### src/rtl/mfrp_pkg.sv
// Package for the monochrome rotated frame store engine.
// Holds the request codes, controller states, command/status structs and byte constants.
// No dependencies.
package mfrp_pkg;

  localparam int COORD_W    = 10;
  localparam int COORD_SPAN = 512;
  localparam int ROT_W      = 2;
  localparam int REQ_W      = 2;
  localparam int IN_DATA_W  = 24;
  localparam int OUT_DATA_W = 16;

  localparam logic [7:0] BYTE_BLACK   = 8'hFF;
  localparam logic [7:0] BYTE_WHITE   = 8'h00;
  localparam logic [7:0] PIX_MSB_MASK = 8'h80;

  typedef enum logic [REQ_W-1:0] {
    REQ_DRAW = 2'd0,
    REQ_FILL = 2'd1,
    REQ_READ = 2'd2
  } req_t;

  typedef enum logic [2:0] {
    ST_CLEAR,
    ST_IDLE,
    ST_MAP,
    ST_ADDR,
    ST_READ,
    ST_WRITE,
    ST_FILL,
    ST_RESP
  } state_t;

  typedef struct packed {
    logic load;
    logic map;
    logic addr;
    logic mem_rd;
    logic mem_wr;
    logic sweep_step;
    logic out_load;
  } cmd_t;

  typedef struct packed {
    logic req_draw;
    logic req_fill;
    logic req_read;
    logic access_ok;
    logic sweep_last;
  } sts_t;

endpackage

### src/rtl/mfrp_ctrl.sv
// Controller state machine of the frame store engine.
// Sequences request handling, store sweeps and the result register; uses mfrp_pkg.
module mfrp_ctrl (
  input  logic           clk,
  input  logic           rst_n,
  input  logic           in_tvalid,
  output logic           in_tready,
  output logic           out_tvalid,
  input  logic           out_tready,
  input  mfrp_pkg::sts_t sts,
  output mfrp_pkg::cmd_t cmd
);
  import mfrp_pkg::*;

  state_t state_r, state_nxt;
  logic   out_valid_r, out_valid_nxt;

  always_ff @(posedge clk) begin
    if (!rst_n) begin
      state_r     <= ST_CLEAR;
      out_valid_r <= 1'b0;
    end else begin
      state_r     <= state_nxt;
      out_valid_r <= out_valid_nxt;
    end
  end

  always_comb begin
    state_nxt = state_r;
    cmd       = '0;
    in_tready = 1'b0;
    unique case (state_r)
      ST_CLEAR: begin
        cmd.sweep_step = 1'b1;
        if (sts.sweep_last) state_nxt = ST_IDLE;
      end
      ST_IDLE: begin
        in_tready = 1'b1;
        if (in_tvalid) begin
          cmd.load  = 1'b1;
          state_nxt = ST_MAP;
        end
      end
      ST_MAP: begin
        cmd.map = 1'b1;
        if (sts.req_draw || sts.req_read) state_nxt = ST_ADDR;
        else if (sts.req_fill) state_nxt = ST_FILL;
        else state_nxt = ST_RESP;
      end
      ST_ADDR: begin
        cmd.addr = 1'b1;
        if (sts.access_ok) state_nxt = ST_READ;
        else state_nxt = ST_RESP;
      end
      ST_READ: begin
        cmd.mem_rd = 1'b1;
        if (sts.req_draw) state_nxt = ST_WRITE;
        else state_nxt = ST_RESP;
      end
      ST_WRITE: begin
        cmd.mem_wr = 1'b1;
        state_nxt  = ST_RESP;
      end
      ST_FILL: begin
        cmd.sweep_step = 1'b1;
        if (sts.sweep_last) state_nxt = ST_RESP;
      end
      ST_RESP: begin
        if (!out_valid_r || out_tready) begin
          cmd.out_load = 1'b1;
          state_nxt    = ST_IDLE;
        end
      end
      default: state_nxt = ST_CLEAR;
    endcase
  end

  always_comb begin
    if (cmd.out_load) out_valid_nxt = 1'b1;
    else if (out_tready) out_valid_nxt = 1'b0;
    else out_valid_nxt = out_valid_r;
  end

  assign out_tvalid = out_valid_r;

endmodule

### config.mk
export PLATFORM = sky130hd
export DESIGN_NAME = mfrp_ctrl
export DESIGN_NICKNAME = d
export VERILOG_FILES = /design/src/rtl/mfrp_pkg.sv /design/src/rtl/mfrp_ctrl.sv
export SDC_FILE = /design/constraint.sdc
export NUM_CORES = 1
export LEC_CHECK = 0
export ABC_CLOCK_PERIOD_IN_PS = 2600
export BUFFER_PORTS_ARGS = -buffer_cell sky130_fd_sc_hd__buf_4
export CORE_AREA = 4 4 41 43
export CTS_BUF_LIST = sky130_fd_sc_hd__clkbuf_8 sky130_fd_sc_hd__clkbuf_16
export DETAILED_ROUTE_END_ITERATION = 8
export DIE_AREA = 0 0 45 47
export SKIP_LAST_GASP = 1
export SYNTH_ARGS = -nofsm -noshare
export SYNTH_HDL_FRONTEND = slang
export SYNTH_SLANG_ARGS = --single-unit
### constraint.sdc
create_clock -name clk -period 2.6 [get_ports clk]
set_input_delay 0.65 -clock clk [delete_from_list [all_inputs] [get_ports clk]]
set_output_delay 0.65 -clock clk [all_outputs]
set_load 0.05 [all_outputs]
Word level (Yosys, flattened, before mapping)
Index checks and enable logic that the tools add are counted.
{"block": "op_classes", "n_eq_ne": 11, "reduce_logical": 7, "mux": 21}
{"op": "$pmux W3 S8", "n": 1}
{"op": "$mux W3", "n": 5}
{"op": "$mux W1", "n": 13}
{"op": "$eq A3 B3 Y1 const B", "n": 4}
{"op": "$ne A2 B2 Y1 const B", "n": 4}
{"op": "$eq A3 B2 Y1 const B", "n": 2}
{"op": "$mux W2", "n": 2}
{"op": "$reduce_and A4 Y1", "n": 1}
{"op": "$eq A3 B1 Y1 const B", "n": 1}
{"op": "$logic_not A3 Y1", "n": 1}
{"op": "$logic_or A1 B1 Y1", "n": 2}
{"op": "$reduce_bool A2 Y1", "n": 1}
{"op": "$reduce_or A2 Y1", "n": 1}
{"op": "$logic_not A1 Y1", "n": 1}
{"block": "word_totals", "word_cells": 41, "ff_bits": 4, "output_inout_bits": 9}

Depth between registers and ports, before layout
Gate-level depths: netlist of the first run.
{"block": "logic_depth", "ltp_word": 5, "ltp_mapped": 4}

Least setup slack after synthesis of the first run
No wires, ideal clock.
{"block": "synth_timing", "path_kind": "reg-to-output", "startpoint": "register state_r[2]", "endpoint": "output port cmd[2] (netlist bit)", "arrival_time_ns": 1.691, "path_slack_ns": 0.259, "stages_incl_launch_ff": 3, "required_time_ns": 1.950, "cell_sequence": "dfxtp_1 -> buf_4 -> nor3b_1"}
{"element": "start, declared", "line_no": "mfrp_ctrl.sv:15", "source": "state_t state_r, state_nxt;"}
{"element": "start signal, assigned", "line_no": "mfrp_ctrl.sv:23", "source": "state_r <= state_nxt;"}
{"element": "end, declared", "line_no": "mfrp_ctrl.sv:11", "source": "output mfrp_pkg::cmd_t cmd"}

==> results of run 1 <==
## worst min-delay path by stage
| stage | startpoint | to | slack (ns) | depth (start not counted) |
|---|---|---|---|---|
| CTS | out_tvalid | out_tvalid | 0.52 | 2 |
| detailed placement | out_tvalid | out_tvalid | 0.51 | 2 |
| global placement | out_tvalid | out_tvalid | 0.51 | 2 |
| finish | out_tvalid | out_tvalid | 0.51 | 2 |
| floorplan | state_r[0] | out_tvalid | 0.65 | 3 |
| global route | out_tvalid | out_tvalid | 0.58 | 2 |
## worst reg2reg max path, stage by stage, from the launching register on
cell	delay [ns]
dfxtp_1	0.53
a21o_4	0.18
o21ai_0	0.09
o311a_1	0.29
## routing by layer
layer / up-vias / track usage (%)
li1: 181 / -
met1: 135 / 12.5
met2: 15 / 11.3
met3: 2 / 3.45
met4: 0 / 7.02
met5: - / 0
## sequential cells by signal, summed over array words and instances, names as in the netlist
register / flops
out_tvalid: 1
state_r: 3
## placed cells by master (no fill, tap or decap)
cell / count
a21boi_0: 1
dfxtp_1: 4
o21ai_0: 2
nor2_1: 7
nand2b_1: 3
xor2_1: 1
o311a_1: 1
or2_1: 1
o311ai_0: 1
nor2b_1: 2
and2_1: 1
nor2_2: 1
clkbuf_8: 3
nand2_1: 2
and3b_1: 1
inv_1: 1
o221ai_2: 1
o2111ai_1: 1
buf_4: 17
nand3_1: 1
a21oi_1: 1
o31ai_1: 1
and2b_1: 1
nor3_1: 1
nor3b_1: 2
a21o_4: 1
## per-stage QoR
stage	hold slack, ns	util, %	total power [mW]	worst slack (ns)	cells
2_1_floorplan	0.649	-	0.104	0.259	43
3_3_place_gp	0.506	34.7	0.121	0.748	71
3_5_place_dp	0.508	34.7	0.122	0.747	71
4_1_cts	0.519	37.9	0.260	0.554	74
5_1_grt	0.581	37.9	0.268	0.465	74
6_report	0.508	37.9	0.256	0.577	74
## final cells by class
cell class	instances	area (um2)
clock buffer	3	41.3
sequential	4	80.1
multi-input combinational	34	221
inverter	1	3.75
tap	15	18.8
fill	141	808
timing repair buffer	17	128
## report_power, final
group | switching, mW | internal (mW)
logic | 0.0283 | 0.0229
clock network | 0.0367 | 0.0991
registers | 0.00547 | 0.0636
## logic make-up after synthesis
group	count (synthesis)	synth area share, %
compound gates	10	25.8
simple gates	23	36.9
buf+inv	5	11.1
xor+xnor	1	2.58
flops	4	23.6
==> summary.txt, run 1 <==
Outcome
  – Outcome: finished, final reports clean

Timing
  – # setup viols final: 0
  – Max transition margin: slightly above 70%
  – Final Hold Fails: 0
  – Worst slew pin tran: 0.433 ns
  – F_max: slightly below 500 MHz
  – Period utilization: 77.8%
  – Skew final: 0.000159 ns
  – RSZ-0062 raised after global routing: no
  – Minimum period implied by the final worst setup slack: around 2.0 ns
  – Final setup TNS: 0 ns
  – Max-slew violation count: 0

Yosys
  – Async set-or-reset flop fraction in the synthesized netlist: 0%
  – Syn nets: 52
  – Synth Register Bits: 4
  – Cell Area, Synth: 339 um2
  – EDFF count, synth: 0
  – Top cell type's share of synthesized area: 23.6%
  – Synth top area cells: dfxtp_1 (24%), nor2_1 (7.7%), buf_4 (6.6%)
  – Sequential element share of the synthesized area: 23.6%
  – Synth Flop Type: dfxtp_1
  – Yosys cell types: 26
  – Top cells by count, synth: nor2_1 (7), dfxtp_1 (4), buf_4 (3), nand2b_1 (3)
  – Top-count cell post-synth: nor2_1
  – Cells after synthesis: 43
  – Cell accounting for the most synthesized area: dfxtp_1
  – Syn Area/Cell: 7.89 um2
  – Synth warn: 0

Clock network
  – Clk_lat worst skew: around 0.22 ns
  – CTS buffer count: 3
  – TritonCTS clock tree: built
  – Post-CTS setup repair buffer count: 0
  – Clock Sinks: 4
  – Number of H-tree levels: 1
  – Cts repair resizes: 0
  – Deepest clock path buffer count: 2
  – Root Driver: clkbuf_8
  – Hold buffer count at CTS: 0
  – Reg clk slew, reported paths: 0.03 ns

Drt
  – Vias per cell: ~4.5
  – WL met1: about 360 um
  – DR top layer: met4
  – Wirelength per Cell: 10.8 um
  – Via count: about 330
  – Initial DRT Pass Iterations: 4
  – Metal3 WL: between 80 and 90 um
  – Final wirelength: about 800 um
  – Routed Antenna Nets: 0
  – Iter 0 DRT Violations: 3
  – Post-route DRC: 0
  – WL met2: approximately 340 um

Power and ir drop
  – Leak pwr: approximately 0.23 nW
  – Peak supply drop: around 0.00025 V
  – PwrDens: between 500 and 600 nW/um2

Placed design
  – PortBufs: 17
  – Hpwl dp: 594 um
  – Dpl cell area: approximately 450 um2
  – RePlAce Congestion: around 0.76

Critical path
  – RR Startpoint: state_r[0]
  – Worst setup path start: state_r[2]
  – Family with the most delay on the worst path: simple AND/OR/NAND/NOR gates
  – Critical Path AT: around 1.4 ns
  – Crit end category: output pin
  – CP Buf/Inv Count: 1
  – CP Class: reg2out
  – Reg-to-reg endpoint: state_r[0]
  – Worst setup endpoint: cmd[6]
  – FF-to-FF setup slack: about 1.4 ns
  – Crit-path max FO: 14
  – Critical-path cell list: or2_1, nor2_2, and2_1, buf_4
  – Max stage delay on crit path: 0.43 ns
  – CP Launch Type: flip-flop
  – CP max-delay cell: dfxtp_1
  – Worst r2r path cells: 3
  – WP depth: 4
  – Worst EP required: between 1.5 and 2 ns

Die
  – DIE WIDTH: about 45 um
  – # rows: 13
  – Die area: between 2000 and 2500 um2
  – Initial Utilization: between 20% and 30%
  – Core area: between 1000 and 1500 um2
  – Ports: 18
  – Die height: 47 um

Finish
  – Number of diodes: 0
  – Final net count: 70
  – Area Overhead vs Synth: 45.4%
  – Post-route cell area: slightly below 500 um2
  – Share of layout cells above drive strength 1: roughly 39%

GRT
  – Grt ovf: 0
  – First-pass GRT wire length: between 1000 and 1500 um
  – Pin count of the biggest net entering global routing: 15
  – Total track usage: 9.16%
  – Number of global-route vias before repair: 327
  – Initial antenna violation count: 0

Job
  – Max Cap Violations: 0

Worst hold path
  – Worst Hold Class: reg2reg
Note: power is estimated with default switching activity, not from simulation.
==> inputs of run 2 (changes only) <==
--- a/config.mk
+++ b/config.mk
@@ -5,7 +5,8 @@
 export SDC_FILE = /design/constraint.sdc
 export NUM_CORES = 1
 export LEC_CHECK = 0
-export ABC_CLOCK_PERIOD_IN_PS = 2600
+export ABC_AREA = 1
+export ABC_CLOCK_PERIOD_IN_PS = 2100
 export BUFFER_PORTS_ARGS = -buffer_cell sky130_fd_sc_hd__buf_4
 export CORE_AREA = 4 4 41 43
 export CTS_BUF_LIST = sky130_fd_sc_hd__clkbuf_8 sky130_fd_sc_hd__clkbuf_16
==> constraint.sdc (replaced) <==
create_clock -name clk -period 2.1 [get_ports clk]
set_input_delay 0.525 -clock clk [delete_from_list [all_inputs] [get_ports clk]]
set_output_delay 0.525 -clock clk [all_outputs]
set_load 0.05 [all_outputs]
==> summary.txt, run 2 <==
Outcome
  – Outcome: finished, final reports clean

GRT
  – Pin count of the biggest net entering global routing: 10 (-5)
  – Number of global-route vias before repair: 378 (+16%)
  – Total track usage: 9.16% (unchanged)
  – Initial antenna violation count: 0 (unchanged)
  – First-pass GRT wire length: 1430 um (+4.5%)
  – Grt ovf: 0 (unchanged)

Finish
  – Post-route cell area: 564 um2 (+14%)
  – Area of the multi-input gates: 248 um2 (+12%)
  – Top reg by flops: state_r
  – Non-Filler Instances: 96 (+30%)
  – Max reg flops: 3 (unchanged)
  – Commonest non-fill, non-tap cells in the layout: buf_4 (17), nand2_1 (13), inv_1 (10), nor2_1 (6), nand2_2 (6)
  – Most common library cell in the layout ignoring fill and taps: buf_4
  – # fillers: 138 (-2.1%)
  – Seq. cell area: 80.1 um2 (unchanged)
  – Final net count: 92 (+31%)
  – Number of diodes: 0 (unchanged)
  – Area Overhead vs Synth: 46.9%
  – Share of layout cells above drive strength 1: 46.9% (+7.9 points)

Drt
  – Wirelength per Cell: 8.60 um (-21%)
  – Post-route DRC: 0 (unchanged)
  – Initial DRT Pass Iterations: 3 (-1)
  – Via count: 413 (+24%)
  – Routed Antenna Nets: 0 (unchanged)
  – Vias per cell: 4.30 (-4.4%)
  – Final wirelength: 826 um (+3.1%)
  – Iter 0 DRT Violations: 6 (+3)

Timing
  – Minimum period implied by the final worst setup slack: between 1.5 and 2 ns
  – Worst slew pin tran: 0.293 ns (-0.140 ns)
  – Final setup TNS: 0 ns (unchanged)
  – Skew final: 0.00268 ns (+0.00252 ns)
  – # setup viols final: 0 (unchanged)
  – RSZ-0062 raised after global routing: no
  – Final Hold Fails: 0 (unchanged)
  – Max transition margin: 80.4% (+9.3 points)
  – F_max: between 500 and 600 MHz
  – Max-slew violation count: 0 (unchanged)
  – Period utilization: around 90%

Yosys
  – Top cell type's share of synthesized area: 20.8% (-2.8 points)
  – Yosys cell types: 18 (-31%)
  – Synth warn: 0 (unchanged)
  – Async set-or-reset flop fraction in the synthesized netlist: 0% (unchanged)
  – Top-count cell post-synth: nand2_1
  – Cell accounting for the most synthesized area: dfxtp_1
  – Syn nets: 72 (+38%)
  – Cell Area, Synth: 384 um2 (+13%)
  – Synth Register Bits: 4 (unchanged)
  – Cells after synthesis: 63 (+47%)
  – Synth Flop Type: dfxtp_1
  – Sequential element share of the synthesized area: 20.8% (-2.8 points)
  – Synth top area cells: dfxtp_1 (21%), nand2_1 (13%), inv_1 (9.8%)
  – Syn Area/Cell: 6.10 um2 (-23%)
  – EDFF count, synth: 0 (unchanged)
  – Top cells by count, synth: nand2_1 (13), inv_1 (10), nand2_2 (6), nor2_1 (6)

Die
  – Core area: 1300 um2 (unchanged)
  – DIE WIDTH: 45 um (unchanged)
  – Initial Utilization: 29.5% (+3.5 points)
  – Die height: 47 um (unchanged)
  – Die area: 2120 um2 (unchanged)
  – # rows: 13 (unchanged)
  – Ports: 18 (unchanged)

Critical path
  – Critical Path AT: 1.31 ns (-0.06 ns)
  – Critical-path cell list: nand2_2, nor2_4, inv_1, nor2_1, buf_4
  – CP Launch Type: flip-flop
  – Crit end category: output pin
  – Worst EP required: 1.57 ns (-0.38 ns)
  – CP Class: reg2out
  – Max stage delay on crit path: 0.48 ns (+0.05 ns)
  – CP max-delay cell: dfxtp_1
  – Crit-path max FO: 8 (-6)

Clock network
  – Post-CTS setup repair buffer count: 0 (unchanged)
  – Root Driver: clkbuf_8
  – Reg clk slew, reported paths: 0.03 ns (about the same)
  – Number of H-tree levels: 1 (unchanged)
  – Cts repair resizes: 0 (unchanged)
  – Clk_lat worst skew: 0.21 ns (about the same)
  – Hold buffer count at CTS: 0 (unchanged)
  – Deepest clock path buffer count: 2 (unchanged)
  – Clock Sinks: 4 (unchanged)
  – TritonCTS clock tree: built
  – CTS buffer count: 3 (unchanged)

Power and ir drop
  – Leak pwr: 0.296 nW (+30%)
  – Peak supply drop: 0.000289 V (+18%)
  – PwrDens: 899 nW/um2 (+73%)

Placed design
  – Dpl cell area: 523 um2 (+16%)
  – Cells after DPL: 93 (+31%)
  – RePlAce Congestion: 0.769 (+1.5%)
  – PortBufs: 17 (unchanged)
  – Hpwl dp: 713 um (+20%)

Job
  – Max Cap Violations: 0 (unchanged)

Worst hold path
  – Worst Hold Class: in2reg
run 2: cell count changes after synthesis, sizes merged, moves of 3 or more:
cell and delta:
nand3 +4, inv +12, nand2 +17, nand2b -3
run 2: area by class of cell:
type / count / share of cell area, %
clock buffer: 3 / 7.32
multi-input combinational: 44 / 43.9
timing repair buffer: 17 / 22.6
inverter: 13 / 8.65
tap: 15 / 3.33
sequential: 4 / 14.2
run 2: logic make-up (layout without fill, tap and decap cells):
group	after synthesis	in the layout	synth area share (%)
simple gates	39	39	53.1
buf+inv	15	33	16.0
compound gates	5	5	10.1
flops	4	4	20.8
run 2: routing by layer:
layer	vias to the layer above	global-route usage, %	part of all wire, %
met4	0	3.51	0
met2	12	13.6	46
met1	171	12.0	46
met3	0	3.45	8.8
met5	-	0	0
li1	230	-	-
run 2: report_power, final:
group	leakage (nW)	internal (mW)	switching (mW)
sequential	0.0327	0.0861	0.0188
combinational	0.242	0.0801	0.165
clock	0.0216	0.122	0.0358
run 2: worst paths after layout:
kind           endpoint        from  cells after the start  slack (ns)
max              cmd[0]  state_r[1]                      5        0.26
max reg2reg  state_r[1]  state_r[1]                      7        0.93
min          out_tvalid       rst_n                      2        0.53
min reg2reg  out_tvalid  out_tvalid                      3        0.63
run 2: critical path: cells and delay by family, from the launching register on:
kind                   cells  cell delay, ns
and+or+nand+nor            3            0.35
buffers and inverters      2            0.27
DFF                        1            0.48
run 2: metrics by stage:
stage | utilization, % | setup slack (ns) | power (mW) | hold WS (ns)
final | 43.4 | 0.263 | 0.508 | 0.533
after global routing | 43.4 | 0.178 | 0.546 | 0.554
after CTS | 43.4 | 0.264 | 0.514 | 0.531
after detailed placement | 40.2 | 0.485 | 0.352 | 0.625
after global placement | 40.2 | 0.482 | 0.351 | 0.621
after floorplan | - | 0.00260 | 0.290 | 0.643
==> inputs of run 3 (changes only) <==
--- a/config.mk
+++ b/config.mk
@@ -6,12 +6,12 @@
 export NUM_CORES = 1
 export LEC_CHECK = 0
 export ABC_AREA = 1
-export ABC_CLOCK_PERIOD_IN_PS = 2100
+export ABC_CLOCK_PERIOD_IN_PS = 1850
 export BUFFER_PORTS_ARGS = -buffer_cell sky130_fd_sc_hd__buf_4
-export CORE_AREA = 4 4 41 43
+export CORE_AREA = 2 2 39 41
 export CTS_BUF_LIST = sky130_fd_sc_hd__clkbuf_8 sky130_fd_sc_hd__clkbuf_16
 export DETAILED_ROUTE_END_ITERATION = 8
-export DIE_AREA = 0 0 45 47
+export DIE_AREA = 0 0 41 43
 export SKIP_LAST_GASP = 1
 export SYNTH_ARGS = -nofsm -noshare
 export SYNTH_HDL_FRONTEND = slang
==> constraint.sdc (replaced) <==
create_clock -name clk -period 1.85 [get_ports clk]
set_input_delay 0.4625 -clock clk [delete_from_list [all_inputs] [get_ports clk]]
set_output_delay 0.4625 -clock clk [all_outputs]
set_load 0.05 [all_outputs]
==> summary.txt, run 3 (synthesis results as in run 2) <==
Timing
  – Period utilization: between 90 and 100%
  – F_max: slightly below 600 MHz
  – Worst slew pin tran: 0.261 ns (-0.0322 ns)
  – Final Hold Fails: 0 (unchanged)
  – Max-slew violation count: 0 (unchanged)
  – RSZ-0062 raised after global routing: no
  – Skew final: 0.000709 ns (-0.00197 ns)
  – Setup ws final: 0.138 ns (-0.125 ns)
  – Final setup TNS: 0 ns (unchanged)
  – Minimum period implied by the final worst setup slack: between 1.5 and 2 ns
  – # setup viols final: 0 (unchanged)
  – Hold Slack: 0.480 ns (-0.0529 ns)
  – Max transition margin: 82.6% (+2.1 points)

Clock network
  – CTS buffer count: 3 (unchanged)
  – Deepest clock path buffer count: 2 (unchanged)
  – Root Driver: clkbuf_8
  – Number of H-tree levels: 1 (unchanged)
  – Clock Sinks: 4 (unchanged)
  – TritonCTS clock tree: built
  – Clk_lat worst skew: 0.21 ns (about the same)
  – Post-CTS setup repair buffer count: 0 (unchanged)
  – Reg clk slew, reported paths: 0.03 ns (about the same)

Outcome
  – Outcome: finished, final reports clean

Die
  – Die area: 1760 um2 (-17%)
  – Ports: 18 (unchanged)
  – DIE WIDTH: 41 um (-8.9%)
  – Initial Utilization: 27.8% (-1.8 points)
  – Die height: 43 um (-8.5%)
  – Core area: 1380 um2 (+6.3%)
  – # rows: 14 (+1)

Placed design
  – RePlAce Congestion: 0.757 (-1.5%)
  – PortBufs: 17 (unchanged)
  – Hpwl dp: 674 um (-5.5%)
  – DP Worst Slack: 0.325 ns (-0.160 ns)

Critical path
  – CP Launch Type: flip-flop
  – Crit-path max FO: 6 (-2)
  – Critical Path AT: 1.25 ns (-0.06 ns)
  – CP max-delay cell: dfxtp_1
  – Crit end category: output pin
  – Worst EP required: 1.39 ns (-0.18 ns)
  – Max stage delay on crit path: 0.45 ns (-0.03 ns)
  – CP Class: reg2out
  – Critical-path cell list: nand2_2, nor2_4, inv_1, nor2_1, buf_4

GRT
  – GR Layer Usage met3: 3.14% (-0.31 points)
  – GRT Max-Usage Layer: met1
  – First-pass GRT wire length: 1320 um (-7.8%)
  – Number of global-route vias before repair: 337 (-11%)
  – Initial antenna violation count: 0 (unchanged)
  – M1 GR Usage: 16.1% (+4.1 points)
  – Pin count of the biggest net entering global routing: 10 (unchanged)
  – Total track usage: 11.0% (+1.8 points)
  – Met2 usage: 14.7% (+1.1 points)
  – Grt ovf: 0 (unchanged)

Drt
  – Iter 0 DRT Violations: 8 (+2)
  – Final wirelength: 776 um (-6.1%)
  – Wirelength per Cell: 8.00 um (-7.0%)
  – Initial DRT Pass Iterations: 4 (+1)
  – Via count: 407 (-1.5%)
  – Vias per cell: 4.20 (-2.5%)
  – Post-route DRC: 0 (unchanged)
  – Routed Antenna Nets: 0 (unchanged)

Finish
  – Top reg by flops: state_r
  – # fillers: 162 (+17%)
  – Max reg flops: 3 (unchanged)
  – Area Overhead vs Synth: 48.9%
  – Number of diodes: 0 (unchanged)
  – Final net count: 92 (unchanged)
  – Most common library cell in the layout ignoring fill and taps: buf_4
  – Share of layout cells above drive strength 1: 49.4% (+2.5 points)
  – Commonest non-fill, non-tap cells in the layout: buf_4 (17), nand2_1 (13), inv_1 (10), nor2_1 (6), nand2_2 (6)

Worst hold path
  – Worst Hold Class: in2reg

Power and ir drop
  – Peak supply drop: 0.000463 V (+60%)
  – PwrDens: 1000 nW/um2 (+12%)
  – Leak pwr: 0.300 nW (+1.2%)

Job
  – Max Cap Violations: 0 (unchanged)
## run 3: final cells by class
| cell class | count | area [um2] | share of cell area (%) |
|---|---|---|---|
| timing repair buffer | 17 | 128 | 22.3 |
| tap | 16 | 20.0 | 3.50 |
| inverter | 13 | 48.8 | 8.53 |
| multi-input combinational | 44 | 253 | 44.2 |
| clock buffer | 3 | 41.3 | 7.22 |
| sequential | 4 | 81.3 | 14.2 |
## run 3: what timing repair did
item                                   CTS  global route
endpoints found under the hold margin    0             0
setup endpoints to repair                0             1
hold buffers                             0             0
gates resized for setup                  0             1
## run 3: routing by layer
layer	routed length (um)	part of all wire, %
met1	365	47
met2	352	45
met3	59	7.6
met4	0	0
met5	0	0
## run 3: path summary, 6_finish.rpt
check / end / slack [ns] / cells after the start / from
setup / recovery: cmd[0] / 0.14 / 5 / state_r[0]
hold / removal: out_tvalid / 0.48 / 2 / rst_n
setup reg to reg: state_r[1] / 0.70 / 6 / state_r[0]
hold reg to reg: out_tvalid / 0.63 / 3 / out_tvalid
## run 3: power breakdown
group	leakage [nW]	internal (mW)	switching, mW	total, mW
combinational	0.245	0.0912	0.186	0.277
sequential	0.0331	0.0987	0.0221	0.121
clock	0.0216	0.138	0.0379	0.176
total	0.300	0.328	0.246	0.574
## run 3: metrics by stage
stage	power [mW]	utilization (%)	area, um2	instances
3_5_place_dp	0.401	38.2	529	94
2_1_floorplan	0.332	-	394	63
4_1_cts	0.582	41.2	571	97
3_3_place_gp	0.401	38.2	529	94
5_1_grt	0.617	41.3	572	97
6_report	0.574	41.3	572	97
## run 3: critical path: cells and delay by family, from the launching register on
kind | cells | cell delay, ns
buf+inv | 2 | 0.26
simple gates | 3 | 0.33
flops | 1 | 0.45
